[config.mk]
export PLATFORM = sky130hd
export DESIGN_NAME = bam_stream_deframer
export DESIGN_NICKNAME = d
export VERILOG_FILES = /design/src/design/bsd_pkg.sv /design/src/design/bam_stream_deframer.sv
export VERILOG_INCLUDE_DIRS = /design/src /design/src/design
export SDC_FILE = /design/constraint.sdc
export NUM_CORES = 1
export LEC_CHECK = 0
export ABC_AREA = 0
export BUFFER_PORTS_ARGS = -buffer_cell sky130_fd_sc_hd__buf_4
export CORE_MARGIN = 2
export CORE_UTILIZATION = 40
export CTS_CLUSTER_SIZE = 28
export DETAILED_ROUTE_END_ITERATION = 12
export PLACE_DENSITY_LB_ADDON = 0.25
export SLEW_MARGIN = 20
export SYNTH_ARGS = -nofsm -noshare
export SYNTH_HDL_FRONTEND = slang
export SYNTH_SLANG_ARGS = --single-unit
[constraint.sdc]
create_clock -name i_clk -period 45.8 [get_ports i_clk]
set_clock_uncertainty 0.2 [all_clocks]
set_input_delay 2.29 -clock i_clk [delete_from_list [all_inputs] [get_ports i_clk]]
set_output_delay 2.29 -clock i_clk [all_outputs]
set_load 0.005 [all_outputs]
[src/design/bam_stream_deframer_defines.svh]
// ---------------------------------------------------------------------------
// BAM stream deframer assertion macros
// Shared concurrent check templates, clocked on i_clk and held off in reset.
// ---------------------------------------------------------------------------
`ifndef BAM_STREAM_DEFRAMER_DEFINES_SVH
`define BAM_STREAM_DEFRAMER_DEFINES_SVH

// Consequent must hold in the same cycle as the antecedent.
`define BSD_ASSERT_SAME(label, ante, cons) \
    label: assert property (@(posedge i_clk) disable iff (!i_rst_n) (ante) |-> (cons)) \
        else $error("bam_stream_deframer: same-cycle check failed");

// Consequent must hold in the cycle after the antecedent.
`define BSD_ASSERT_NEXT(label, ante, cons) \
    label: assert property (@(posedge i_clk) disable iff (!i_rst_n) (ante) |=> (cons)) \
        else $error("bam_stream_deframer: next-cycle check failed");

`endif

[src/design/bsd_pkg.sv]
// ---------------------------------------------------------------------------
// BAM stream deframer package
// Parse phases, result kinds, segment codes and the segment entry function.
// ---------------------------------------------------------------------------
`timescale 1ns / 1ps

package bsd_pkg;

    typedef enum logic [3:0] {
        PH_MAGIC = 4'd0,
        PH_LTEXT = 4'd1,
        PH_TEXT  = 4'd2,
        PH_NREF  = 4'd3,
        PH_LNAME = 4'd4,
        PH_RNAME = 4'd5,
        PH_RLEN  = 4'd6,
        PH_FIXED = 4'd7,
        PH_NAME  = 4'd8,
        PH_CIGAR = 4'd9,
        PH_SEQ   = 4'd10,
        PH_QUAL  = 4'd11,
        PH_AUX   = 4'd12
    } t_phase;

    typedef enum logic [1:0] {
        KIND_FIELDS  = 2'd0,
        KIND_PAYLOAD = 2'd1,
        KIND_TRUNC   = 2'd2
    } t_kind;

    localparam logic [2:0] SEG_TEXT  = 3'd0;
    localparam logic [2:0] SEG_NAME  = 3'd1;
    localparam logic [2:0] SEG_CIGAR = 3'd2;
    localparam logic [2:0] SEG_SEQ   = 3'd3;
    localparam logic [2:0] SEG_QUAL  = 3'd4;

    localparam int MAGIC_LEN   = 4;
    localparam int FIXED_LEN   = 36;
    // The record length word counts everything after itself: 32 bytes of fixed fields
    localparam int BLOCK_FIXED = 32;
    localparam int TDATA_W     = 240;
    localparam int TUSER_W     = 5;

    typedef struct packed {
        t_phase      phase;
        logic [31:0] seg_left;
    } t_seg_sel;

    // Pick the first non-empty segment at or after start; aux if none is left.
    function automatic t_seg_sel enter_segment(
        input t_phase      start,
        input logic [7:0]  name_len,
        input logic [17:0] cigar_len,
        input logic [31:0] seq_pack,
        input logic [31:0] seq_len
    );
        t_seg_sel sel;
        sel.phase    = PH_AUX;
        sel.seg_left = '0;
        if (start <= PH_QUAL && seq_len != '0) begin
            sel.phase    = PH_QUAL;
            sel.seg_left = seq_len;
        end
        if (start <= PH_SEQ && seq_pack != '0) begin
            sel.phase    = PH_SEQ;
            sel.seg_left = seq_pack;
        end
        if (start <= PH_CIGAR && cigar_len != '0) begin
            sel.phase    = PH_CIGAR;
            sel.seg_left = {14'd0, cigar_len};
        end
        if (start <= PH_NAME && name_len != '0) begin
            sel.phase    = PH_NAME;
            sel.seg_left = {24'd0, name_len};
        end
        return sel;
    endfunction

endpackage

[src/design/bam_stream_deframer.sv]
// ---------------------------------------------------------------------------
// BAM stream deframer
// Walks the BAM header, splits alignment records, emits decoded fixed fields
// and passes header text and record payload bytes through by segment.
// ---------------------------------------------------------------------------
// A byte's result is loaded into the output register as the byte is accepted.
// Throughput: one byte per cycle while results drain; parse state and the result
//   register both update in the accept cycle, so bytes stream with no gaps.
// Input ready drops only while a held result is not taken downstream.
// Reset (i_rst_n low, synchronous) returns the parser to the magic phase and
//   empties the result register; no memory, so no clearing pass.
// ---------------------------------------------------------------------------
`timescale 1ns / 1ps
`include "bam_stream_deframer_defines.svh"

module bam_stream_deframer (
    input  logic         i_clk,
    input  logic         i_rst_n,
    input  logic         s_axis_tvalid,
    output logic         s_axis_tready,
    input  logic [7:0]   s_axis_tdata,   // [7:0] stream_byte
    input  logic         s_axis_tuser,   // [0] end_mark
    output logic         m_axis_tvalid,
    input  logic         m_axis_tready,
    // [7:0] payload_byte, [39:8] ref_id, [71:40] position, [79:72] map_quality,
    // [95:80] bin_number, [111:96] flags, [143:112] mate_ref_id,
    // [175:144] mate_position, [207:176] template_length, [239:208] seq_length
    output logic [239:0] m_axis_tdata,
    output logic [4:0]   m_axis_tuser    // [1:0] kind, [4:2] segment
);

    // Parse state
    bsd_pkg::t_phase r_phase,      n_phase;
    logic [5:0]      r_byte_index, n_byte_index;  // magic and fixed-byte counter
    logic [31:0]     r_seg_left,   n_seg_left;
    logic [31:0]     r_refs_left,  n_refs_left;
    logic [31:0]     r_block_left, n_block_left;
    logic [1:0]      r_word_cnt,   n_word_cnt;    // bytes collected of a header word
    logic [23:0]     r_word,       n_word;        // lower three bytes, little endian
    logic [279:0]    r_rec,        n_rec;         // first 35 fixed bytes of a record

    // Lengths latched when a record's fixed part completes
    logic [7:0]      r_name_len,   n_name_len;
    logic [17:0]     r_cigar_len,  n_cigar_len;
    logic [31:0]     r_seq_pack,   n_seq_pack;
    logic [31:0]     r_seq_len,    n_seq_len;

    // Result register
    logic                        r_out_valid;
    logic [bsd_pkg::TDATA_W-1:0] r_out_tdata;
    logic [bsd_pkg::TUSER_W-1:0] r_out_tuser;

    logic              in_acc;
    logic              res_valid;
    bsd_pkg::t_kind    res_kind;
    logic [2:0]        res_seg;
    logic [7:0]        res_byte;
    logic [231:0]      res_fields;
    logic [31:0]       word;
    logic [287:0]      rec;
    logic [31:0]       blk_size;
    logic [32:0]       seq_round;
    bsd_pkg::t_seg_sel sel;
    logic              seg_phase;
    logic              body_phase;
    logic              text_take;
    logic              out_payload;

    // Take a new byte whenever the result register is empty or being drained.
    assign s_axis_tready = !r_out_valid || m_axis_tready;
    assign in_acc        = s_axis_tvalid && s_axis_tready;

    assign word = {s_axis_tdata, r_word};
    assign rec  = {s_axis_tdata, r_rec};

    always_comb begin
        n_phase      = r_phase;
        n_byte_index = r_byte_index;
        n_seg_left   = r_seg_left;
        n_refs_left  = r_refs_left;
        n_block_left = r_block_left;
        n_word_cnt   = r_word_cnt;
        n_word       = r_word;
        n_rec        = r_rec;
        n_name_len   = r_name_len;
        n_cigar_len  = r_cigar_len;
        n_seq_pack   = r_seq_pack;
        n_seq_len    = r_seq_len;
        res_valid    = 1'b0;
        res_kind     = bsd_pkg::KIND_FIELDS;
        res_seg      = bsd_pkg::SEG_TEXT;
        res_byte     = '0;
        res_fields   = '0;
        blk_size     = rec[31:0];
        seq_round    = {1'b0, rec[191:160]} + 33'd1;
        sel          = '{phase: bsd_pkg::PH_AUX, seg_left: '0};

        if (s_axis_tuser) begin
            // End of stream: clean only between records; restart either way.
            res_valid    = !(r_phase == bsd_pkg::PH_FIXED && r_byte_index == '0);
            res_kind     = bsd_pkg::KIND_TRUNC;
            n_phase      = bsd_pkg::PH_MAGIC;
            n_byte_index = '0;
            n_seg_left   = '0;
            n_refs_left  = '0;
            n_block_left = '0;
            n_word_cnt   = '0;
        end else begin
            unique case (r_phase) inside
                bsd_pkg::PH_MAGIC: begin
                    // Skip the magic bytes unchecked.
                    if (r_byte_index == 6'(bsd_pkg::MAGIC_LEN - 1)) begin
                        n_byte_index = '0;
                        n_phase      = bsd_pkg::PH_LTEXT;
                    end else begin
                        n_byte_index = r_byte_index + 6'd1;
                    end
                end
                bsd_pkg::PH_LTEXT, bsd_pkg::PH_NREF, bsd_pkg::PH_LNAME,
                bsd_pkg::PH_RLEN: begin
                    n_word     = {s_axis_tdata, r_word[23:8]};
                    n_word_cnt = r_word_cnt + 2'd1;
                    if (r_word_cnt == 2'd3) begin
                        unique case (r_phase) inside
                            bsd_pkg::PH_LTEXT: begin
                                if (word != '0) begin
                                    n_seg_left = word;
                                    n_phase    = bsd_pkg::PH_TEXT;
                                end else begin
                                    n_phase = bsd_pkg::PH_NREF;
                                end
                            end
                            bsd_pkg::PH_NREF: begin
                                n_refs_left = word;
                                if (word != '0) begin
                                    n_phase = bsd_pkg::PH_LNAME;
                                end else begin
                                    n_phase      = bsd_pkg::PH_FIXED;
                                    n_byte_index = '0;
                                end
                            end
                            bsd_pkg::PH_LNAME: begin
                                if (word != '0) begin
                                    n_seg_left = word;
                                    n_phase    = bsd_pkg::PH_RNAME;
                                end else begin
                                    n_phase = bsd_pkg::PH_RLEN;
                                end
                            end
                            default: begin
                                // Reference length word closes one reference.
                                n_refs_left = r_refs_left - 32'd1;
                                if (n_refs_left != '0) begin
                                    n_phase = bsd_pkg::PH_LNAME;
                                end else begin
                                    n_phase      = bsd_pkg::PH_FIXED;
                                    n_byte_index = '0;
                                end
                            end
                        endcase
                    end
                end
                bsd_pkg::PH_TEXT: begin
                    res_valid  = 1'b1;
                    res_kind   = bsd_pkg::KIND_PAYLOAD;
                    res_seg    = bsd_pkg::SEG_TEXT;
                    res_byte   = s_axis_tdata;
                    n_seg_left = r_seg_left - 32'd1;
                    if (r_seg_left == 32'd1) begin
                        n_phase = bsd_pkg::PH_NREF;
                    end
                end
                bsd_pkg::PH_RNAME: begin
                    // Drop reference names.
                    n_seg_left = r_seg_left - 32'd1;
                    if (r_seg_left == 32'd1) begin
                        n_phase = bsd_pkg::PH_RLEN;
                    end
                end
                bsd_pkg::PH_FIXED: begin
                    n_rec = {s_axis_tdata, r_rec[279:8]};
                    if (r_byte_index == 6'(bsd_pkg::FIXED_LEN - 1)) begin
                        // Last fixed byte: decode the record and emit its fields.
                        n_byte_index = '0;
                        n_block_left = (blk_size > 32'(bsd_pkg::BLOCK_FIXED))
                                     ? blk_size - 32'(bsd_pkg::BLOCK_FIXED) : '0;
                        n_name_len   = rec[103:96];
                        n_cigar_len  = {rec[143:128], 2'b00};
                        n_seq_len    = rec[191:160];
                        n_seq_pack   = seq_round[32:1];
                        res_valid    = 1'b1;
                        res_kind     = bsd_pkg::KIND_FIELDS;
                        res_fields   = {rec[191:160], rec[287:256], rec[255:224],
                                        rec[223:192], rec[159:144], rec[127:112],
                                        rec[111:104], rec[95:64], rec[63:32]};
                        if (n_block_left != '0) begin
                            sel        = bsd_pkg::enter_segment(bsd_pkg::PH_NAME,
                                             n_name_len, n_cigar_len, n_seq_pack,
                                             n_seq_len);
                            n_phase    = sel.phase;
                            n_seg_left = sel.seg_left;
                        end
                    end else begin
                        n_byte_index = r_byte_index + 6'd1;
                    end
                end
                bsd_pkg::PH_NAME, bsd_pkg::PH_CIGAR, bsd_pkg::PH_SEQ,
                bsd_pkg::PH_QUAL: begin
                    res_valid    = 1'b1;
                    res_kind     = bsd_pkg::KIND_PAYLOAD;
                    res_seg      = 3'(r_phase - bsd_pkg::PH_NAME + 4'd1);
                    res_byte     = s_axis_tdata;
                    n_seg_left   = r_seg_left - 32'd1;
                    n_block_left = r_block_left - 32'd1;
                    if (r_block_left == 32'd1) begin
                        // Block ends here, cutting the segment short if needed.
                        n_phase      = bsd_pkg::PH_FIXED;
                        n_byte_index = '0;
                    end else if (r_seg_left == 32'd1) begin
                        sel        = bsd_pkg::enter_segment(
                                         bsd_pkg::t_phase'(r_phase + 4'd1),
                                         r_name_len, r_cigar_len, r_seq_pack,
                                         r_seq_len);
                        n_phase    = sel.phase;
                        n_seg_left = sel.seg_left;
                    end
                end
                bsd_pkg::PH_AUX: begin
                    // Drop auxiliary bytes to the end of the block.
                    n_block_left = r_block_left - 32'd1;
                    if (r_block_left == 32'd1) begin
                        n_phase      = bsd_pkg::PH_FIXED;
                        n_byte_index = '0;
                    end
                end
                default: begin
                    n_phase = r_phase;
                end
            endcase
        end
    end

    // Parse state: advance on every accepted transaction.
    always_ff @(posedge i_clk) begin
        if (!i_rst_n) begin
            r_phase      <= bsd_pkg::PH_MAGIC;
            r_byte_index <= '0;
            r_seg_left   <= '0;
            r_refs_left  <= '0;
            r_block_left <= '0;
            r_word_cnt   <= '0;
        end else if (in_acc) begin
            r_phase      <= n_phase;
            r_byte_index <= n_byte_index;
            r_seg_left   <= n_seg_left;
            r_refs_left  <= n_refs_left;
            r_block_left <= n_block_left;
            r_word_cnt   <= n_word_cnt;
        end
    end

    // Collected bytes and latched lengths carry no reset.
    always_ff @(posedge i_clk) begin
        if (in_acc) begin
            r_word      <= n_word;
            r_rec       <= n_rec;
            r_name_len  <= n_name_len;
            r_cigar_len <= n_cigar_len;
            r_seq_pack  <= n_seq_pack;
            r_seq_len   <= n_seq_len;
        end
    end

    // Result register: load on a producing transaction, drop once taken.
    always_ff @(posedge i_clk) begin
        if (!i_rst_n) begin
            r_out_valid <= 1'b0;
        end else if (in_acc && res_valid) begin
            r_out_valid <= 1'b1;
        end else if (m_axis_tready) begin
            r_out_valid <= 1'b0;
        end
    end

    always_ff @(posedge i_clk) begin
        if (in_acc && res_valid) begin
            r_out_tdata <= {res_fields, res_byte};
            r_out_tuser <= {res_seg, res_kind};
        end
    end

    assign m_axis_tvalid = r_out_valid;
    assign m_axis_tdata  = r_out_tdata;
    assign m_axis_tuser  = r_out_tuser;

    // Checks
    assign seg_phase  = (r_phase == bsd_pkg::PH_TEXT) || (r_phase == bsd_pkg::PH_RNAME)
                     || (r_phase == bsd_pkg::PH_NAME) || (r_phase == bsd_pkg::PH_CIGAR)
                     || (r_phase == bsd_pkg::PH_SEQ)  || (r_phase == bsd_pkg::PH_QUAL);
    assign body_phase = (r_phase == bsd_pkg::PH_NAME) || (r_phase == bsd_pkg::PH_CIGAR)
                     || (r_phase == bsd_pkg::PH_SEQ)  || (r_phase == bsd_pkg::PH_QUAL)
                     || (r_phase == bsd_pkg::PH_AUX);
    assign text_take   = in_acc && !s_axis_tuser && (r_phase == bsd_pkg::PH_TEXT);
    assign out_payload = r_out_valid && (r_out_tuser[1:0] == bsd_pkg::KIND_PAYLOAD);

    `BSD_ASSERT_SAME(a_seg_left_live, seg_phase, r_seg_left != '0)
    `BSD_ASSERT_SAME(a_block_left_live, body_phase, r_block_left != '0)
    `BSD_ASSERT_SAME(a_fixed_index, r_phase == bsd_pkg::PH_FIXED, r_byte_index < 6'd36)
    `BSD_ASSERT_NEXT(a_end_restart, in_acc && s_axis_tuser, r_phase == bsd_pkg::PH_MAGIC)
    `BSD_ASSERT_NEXT(a_text_emits, text_take, out_payload)

endmodule

[Word-level counts from Yosys, hierarchy flattened]
Index checks and enable logic that the tools add are counted.
Word-level totals
  register bits: 746
  latch bits: 0
  bits in writable memories: 0
  ROM bits: 0
  input port bits: 13
  logic and storage cells: 175
  memories kept: 0
Cells by class
  add/sub/neg operators: 10
  multipliers: 0
  div/mod/pow operators: 0
  $lt $le $gt $ge: 5
  equality and inequality tests: 32
  shift operators: 0
  multiplexer cells: 58
  bitwise gates (word level): 5
  reductions and logical operators: 48
Operators by type and width (count)
  $mux 32: 14
  $reduce_bool 32->1: 7
  $mux 36: 6
  $pmux 32 s2: 2
  $pmux 32 s4: 1
  $sub 32x1->32 const B: 3
  $mux 35: 2
  $eq 32x1->1 const B: 2
  $mux 6: 7
  $mux 4: 10
  $add 32x1->33 const B: 1
  $gt 32x6->1 const B: 1
  $sub 32x6->32 const B: 1
  $pmux 4 s7: 1
  $pmux 6 s4: 1
  $reduce_bool 8->1: 3
  $eq 4x4->1 const B: 5
  $ne 3x3->1 const B: 6
  $reduce_bool 18->1: 1
  $eq 4x3->1 const B: 4
  $le 4x4->1 const B: 4
  $reduce_bool 16->1: 1
  $reduce_and 7->1: 2
  $ne 3x2->1 const B: 4
  other kinds (35): 69

[Longest topological paths before layout]
Gate-level depths: netlist (run 1).
  depth in word-level cells: 11
  mapped depth: 15

[Worst setup path after synthesis (run 1)]
No wires, ideal clock.
  path type: input to register
  start: input port s_axis_tuser
  end: register r_rec[0], enable pin
  arrival time: 22114 ps
  data required time: 44336 ps
  slack: 22223 ps
  cell stages on the path: 6
  cell sequence: clkbuf_1 clkbuf_1 clkbuf_1 clkbuf_1 buf_1 nor3_1
Between the ends
  cells in the longest elaborated chain, start to end: 2
Ends and longest elaborated chain
  start, declared: line bam_stream_deframer.sv:22  | input logic s_axis_tuser,
  $not 1->1 (no source line)
  $reduce_and 3->1 (no source line)
  end signal, assigned: line bam_stream_deframer.sv:266  | r_rec <= n_rec;
  end, declared: line bam_stream_deframer.sv:40  | logic [279:0] r_rec, n_rec;
No other way between the ends.
A chain may end at the register's enable or synchronous reset.

[Worst setup path in the final report (run 1)]
  start: input port m_axis_tready
  end: register r_rec[187], enable pin
Between the ends
  cells in the longest elaborated chain, start to end: 3
Ends and longest elaborated chain
  start, declared: line bam_stream_deframer.sv:24  | input logic m_axis_tready,
  $logic_or 1x1->1: line bam_stream_deframer.sv:70  | assign s_axis_tready = !r_out_valid || m_axis_tready;
  $logic_and 1x1->1: line bam_stream_deframer.sv:71  | assign in_acc = s_axis_tvalid && s_axis_tready;
  $reduce_and 3->1 (no source line)
No other way between the ends.

==> results of run 1 <==
==> metal layers <==
layer | part of all wire (%) | vias to the layer above | routed length, um | global-route usage [%]
met3 | 7.9 | 136 | 6700 | 5.08
met2 | 46 | 829 | 39600 | 32.3
met4 | 2.6 | 0 | 2210 | 6.12
li1 | - | 10100 | - | -
met1 | 43 | 10900 | 36800 | 27.6
met5 | 0 | - | 0 | 0
==> cell families (layout without fill, tap and decap cells) <==
family / count (synthesis) / count (layout) / synth area share, %
multiplexers: 7 / 7 / 0.227
AND/OR/NAND/NOR: 1022 / 1022 / 17.5
AO/OA/AOI/OAI: 487 / 487 / 10.1
flip-flops: 746 / 746 / 66.6
buffers and inverters: 170 / 474 / 2.05
adder cells (fa/ha/maj): 17 / 17 / 0.665
XOR/XNOR: 104 / 104 / 2.85
==> sequential cells by signal, indices dropped and copies added, names as in the netlist, 6 cells and up <==
signal        cells
m_axis_tdata    240
r_word           24
r_cigar_len      16
r_seq_len        32
r_block_left     32
r_seg_left       32
r_byte_index      6
r_rec           280
r_name_len        8
r_refs_left      32
r_seq_pack       32
==> placed cells by master, fill, tap and decap left out, types with 21 or more instances in the layout <==
master	n
nand2b_1	23
buf_4	285
xor2_1	33
nor3_1	81
edfxtp_1	637
o22ai_1	22
and2_1	250
a21boi_0	22
nor2_1	153
nor2b_1	46
xnor2_1	71
nor4_1	83
o31ai_1	23
clkbuf_16	85
dfxtp_1	109
or3_1	21
inv_1	33
nand3_1	42
or4_1	25
a21oi_1	88
o21ai_0	117
nand2_1	175
nand4_1	37
a22oi_1	40
==> layout make-up <==
cell class / count / share of cell area, %
sequential: 746 / 56.3
tap: 1050 / 3.47
timing repair buffer: 287 / 5.73
multi-input combinational: 1637 / 26.6
clock buffer: 99 / 5.81
inverter: 33 / 0.327
clock inverter: 55 / 1.76
==> power by group <==
part,switching [mW],leakage (nW),internal (mW)
combinational,0.0404,4.99,0.0268
sequential,0.00552,6.81,0.739
clock,0.284,1.39,0.405
==> stage by stage <==
stage	setup WS, ps	utilization [%]
2_1_floorplan	22220	-
3_3_place_gp	39870	44.2
3_5_place_dp	39710	44.2
4_1_cts	40410	47.8
5_1_grt	40110	47.8
6_report	40400	47.8
==> worst paths after layout <==
kind                             from  slack (ps)  cells past startpoint                           to
hold / removal    r_rec[91]$_DFFE_PP_         230                      0          r_rec[83]$_DFFE_PP_
setup / recovery        m_axis_tready       40400                      7         r_rec[187]$_DFFE_PP_
setup reg to reg   r_rec[5]$_DFFE_PP_       40810                     11  r_seg_left[17]$_SDFFE_PN0P_
hold reg to reg   r_rec[91]$_DFFE_PP_         230                      0          r_rec[83]$_DFFE_PP_
==> worst max-delay path: cells and delay by family <==
family        cells  cell delay (ps)
buf+inv           4             2320
simple gates      3              660
==> impl_metrics.tcl, run 1 <==
set metrics [dict create \
    vias 22000 \
    gp_congestion 0.899 \
    ys_types 84 \
    drt_wl_total_um 85300 \
    routedWlPerCell_um 21.8 \
    place_hpwl_um 57100 \
    row_count 103 \
    crit_type "in2reg" \
    htreeDepth 3 \
    tightest_slew_ps 1130 \
    power.total_mw 1.50 \
    grt_overflow 0 \
    synth.cell_area_sq_mm 0.0320 \
    yosysTopAreaCellShare_pct 59.8 \
    place_area_sq_mm 0.0350 \
    first_iter_violations 2145 \
    synth_area_leader_cell "edfxtp_1" \
    critPathMaxFanout 77 \
    cts_buffers 84 \
    start_util_pct 40.4 \
    syn_nets 2583 \
    cts_sinks 746 \
    start_kind "primary input" \
    via_per_inst 5.62 \
    coreArea_sq_mm 0.0791 \
    slowest_stage "buf_4" \
    fillers 7067 \
    portBuffers 259 \
    setup-tns-final_ps 0 \
    drc 0 \
    syn_area_per_cell_sq_um 12.5 \
    grt_usage_pct 20.4 \
    yosys-top-cells-count "637 x edfxtp_1, 250 x and2_1, 175 x nand2_1" \
    clk_pin_slew_ps 60 \
    fin_crit_ps 5400 \
    syn_to_final_growth_pct 18.4 \
    seq_area_frac_synth_pct 66.6 \
    setup_viol 0 \
    hold_ws_ps 228 \
    rsz0062_at_grt "no" \
    grt_pass1_vias 21600 \
    post_cts_buffers 0 \
    seqCellArea_sq_mm 0.0213 \
    clock_latency_ps 650 \
    fp.dieH_um 287 \
    design_area_sq_mm 0.0379 \
    cts_buffer_depth 3 \
    hold_class "reg2reg" \
    cts_tree "built" \
    synthesis.yosys.warnings 0 \
    ios 260 \
    antenna_found_initial 0 \
    synth_most_common_cell "edfxtp_1" \
    grt_max_degree 170 \
    arrival_ps 5460 \
    max_stage_delay_ps 840 \
    die_area_sq_mm 0.0822 \
    synth_cells 2553 \
    synth_seq_cells 746 \
    period_share_pct 11.8 \
    fin_nets 2819 \
    post_cts_resized 0 \
    maxCapViolCount 0 \
    peakVddDrop_v 0.0000334 \
    instances_no_fill 3907 \
    route.antenna.remaining_nets 0 \
    p_leak_nw 13.2 \
    cts_hold_buf 0 \
    n_antenna_cell 0 \
    synthTopCellsByArea "edfxtp_1 60%, dfxtp_1 6.8%, and2_1 4.9%, nand2_1 2.1%, xnor2_1 1.9%" \
    critPathMostFrequentCell "buf_4" \
    dp_cells 3753 \
    path_cells "buf_4, nand2b_1, nand2_1, nor3_2, buf_4, buf_4, buf_4" \
    die_w_um 287 \
    grt_pass1_wl_um 130000 \
    drive_above_1_share_pct 15.6 \
    cts-root-buf "clkbuf_16" \
    p_per_area_mw_per_mm2 39.6 \
    slew_headroom_pct 25.0 \
    endpoint_kind "flop" \
    slew_viol_final 0 \
    synthArstFlopShare_pct 0 \
    finalHoldViolations 0 \
    synth-main-ff-cell "edfxtp_1" \
    status "complete, no violations" \
    firstDrtPassIters 5 \
    worstPathRequired_ps 45860 \
    fmax_ghz 0.185 \
    multi_input_area_sq_mm 0.0101 \
    synth_edf_count 637 \
]
(Power assumes the default switching activity.)
==> run 2: changes to the inputs <==
==> constraint.sdc (replaced) <==
create_clock -name i_clk -period 4.89 [get_ports i_clk]
set_clock_uncertainty 0.2 [all_clocks]
set_input_delay 0.2445 -clock i_clk [delete_from_list [all_inputs] [get_ports i_clk]]
set_output_delay 0.2445 -clock i_clk [all_outputs]
set_load 0.005 [all_outputs]
==> impl_metrics.tcl, run 2 (synthesis gave the netlist of run 1 again) <==
set metrics [dict create \
    p_leak_nw 13.3 \
    final_cell_mix "637 x edfxtp_1, 299 x buf_4, 250 x and2_1" \
    grt_usage_pct 21.0 \
    drt_wl_total_um 87500 \
    min_from "i_rst_n" \
    worstPathRequired_ps 5210 \
    drive_above_1_share_pct 16.1 \
    firstDrtPassIters 6 \
    post_cts_buffers 0 \
    clk_pin_slew_ps 60 \
    crit_type "reg2reg" \
    cts_buffers 80 \
    fillers 7107 \
    maxCapViolCount 0 \
    fin_nets 2842 \
    final_common_cell "edfxtp_1" \
    tightest_slew_ps 1160 \
    place_hpwl_um 58900 \
    fp.dieH_um 287 \
    critPathMaxFanout 13 \
    p_per_area_mw_per_mm2 368 \
    fin_crit_ps 4550 \
    dp_cells 3771 \
    die_w_um 287 \
    ios 260 \
    r2r_setup_slack_ps 340 \
    slew_headroom_pct 22.9 \
    instances_no_fill 3924 \
    first_iter_violations 2096 \
    gp_congestion 0.910 \
    regToRegStartpoint "r_rec[5]$_DFFE_PP_" \
    setup_viol 0 \
    endpoint_kind "flop" \
    status "complete, no violations" \
    hold_class "in2reg" \
    period_share_pct 93.0 \
    peakVddDrop_v 0.000309 \
    die_area_sq_mm 0.0822 \
    via_per_inst 5.61 \
    slew_viol_final 0 \
    largest_reg_flops 280 \
    hold_ws_ps 31.1 \
    syn_to_final_growth_pct 19.1 \
    vias 22000 \
    multi_input_area_sq_mm 0.0101 \
    antenna_found_initial 1 \
    start_kind "flop" \
    arrival_ps 4870 \
    coreArea_sq_mm 0.0791 \
    seqCellArea_sq_mm 0.0213 \
    fin_util_pct 48.1 \
    cts_tree "built" \
    row_count 103 \
    startpoint "r_rec[5]$_DFFE_PP_" \
    rsz0062_at_grt "no" \
    fmax_ghz 0.220 \
    grt_max_degree 227 \
    routedWlPerCell_um 22.3 \
    finalHoldViolations 0 \
    grt_pass1_wl_um 134000 \
    grt_overflow 0 \
    portBuffers 259 \
    largest_register "r_rec" \
    n_antenna_cell 0 \
    grt_pass1_vias 21700 \
    cts-root-buf "clkbuf_16" \
    drc 0 \
    clock_latency_ps 640 \
    cts_buffer_depth 3 \
    cts_sinks 746 \
    htreeDepth 3 \
    start_util_pct 40.4 \
    route.antenna.remaining_nets 0 \
]
-- run 2: cell types whose count changed in the layout (fill, tap and decap cells not counted), moves of 4 or more --
| cell | delta |
|---|---|
| clkbuf_8 | +5 |
| clkinv_4 | -5 |
| clkinv_1 | -10 |
| buf_12 | +5 |
| buf_4 | +14 |
| dlygate4sd3_1 | +9 |
| clkinv_2 | -4 |
| clkbuf_16 | -4 |
| clkbuf_1 | +4 |
| clkinvlp_4 | +4 |
-- run 2: what timing repair did --
item	4_1_cts	5_1_grt
endpoints found under the hold margin	45	0
hold buffers	9	0
resized for setup	0	0
-- run 2: worst max-delay path, stage by stage, from the launching register on --
cell      delay, ps
edfxtp_1        480
inv_1            90
ha_1            290
or4b_1          630
nor2_1          170
xor2_1          100
or4_1           570
nor4_1          590
a211o_1         480
nand2b_1        500
nor2_1          130
a22o_1          210
-- run 2: where the power goes --
part	internal, mW	switching, mW
sequential	6.92	0.0513
combinational	0.261	0.389
clock	3.82	2.57
-- run 2: final cells by class --
cell class / count / share of cell area (%)
Inverter: 33 / 0.325
Tap cell: 1050 / 3.45
Clock buffer: 104 / 5.73
Timing Repair Buffer: 314 / 6.44
Sequential cell: 746 / 56.0
Multi-Input combinational cell: 1637 / 26.5
Clock inverter: 40 / 1.60
-- run 2: final timing paths --
kind | end | cells past startpoint
worst min register to register | r_rec[112]$_DFFE_PP_ | 0
worst max register to register | r_seg_left[7]$_SDFFE_PN0P_ | 11
worst max-delay path | r_seg_left[7]$_SDFFE_PN0P_ | 11
worst min-delay path | r_block_left[5]$_SDFFE_PN0P_ | 2
-- run 2: per-layer routing --
metal	global-route usage, %	vias up	part of all wire, %
met1	28.5	11000	43
met5	0	-	0
met4	5.96	0	2.4
met3	4.56	134	7.3
li1	-	10100	-
met2	33.9	788	47
-- run 2: metrics by stage --
step | TNS [ps] | area [sq um] | setup WS, ps | power (mW)
after floorplan | -1349230 | 32100 | -3360 | 7.50
after global placement | 0 | 35200 | 482 | 7.74
after detailed placement | 0 | 35200 | 327 | 7.75
after CTS | 0 | 38100 | 319 | 14.2
after global routing | 0 | 38100 | 111 | 14.5
final | 0 | 38100 | 340 | 14.0
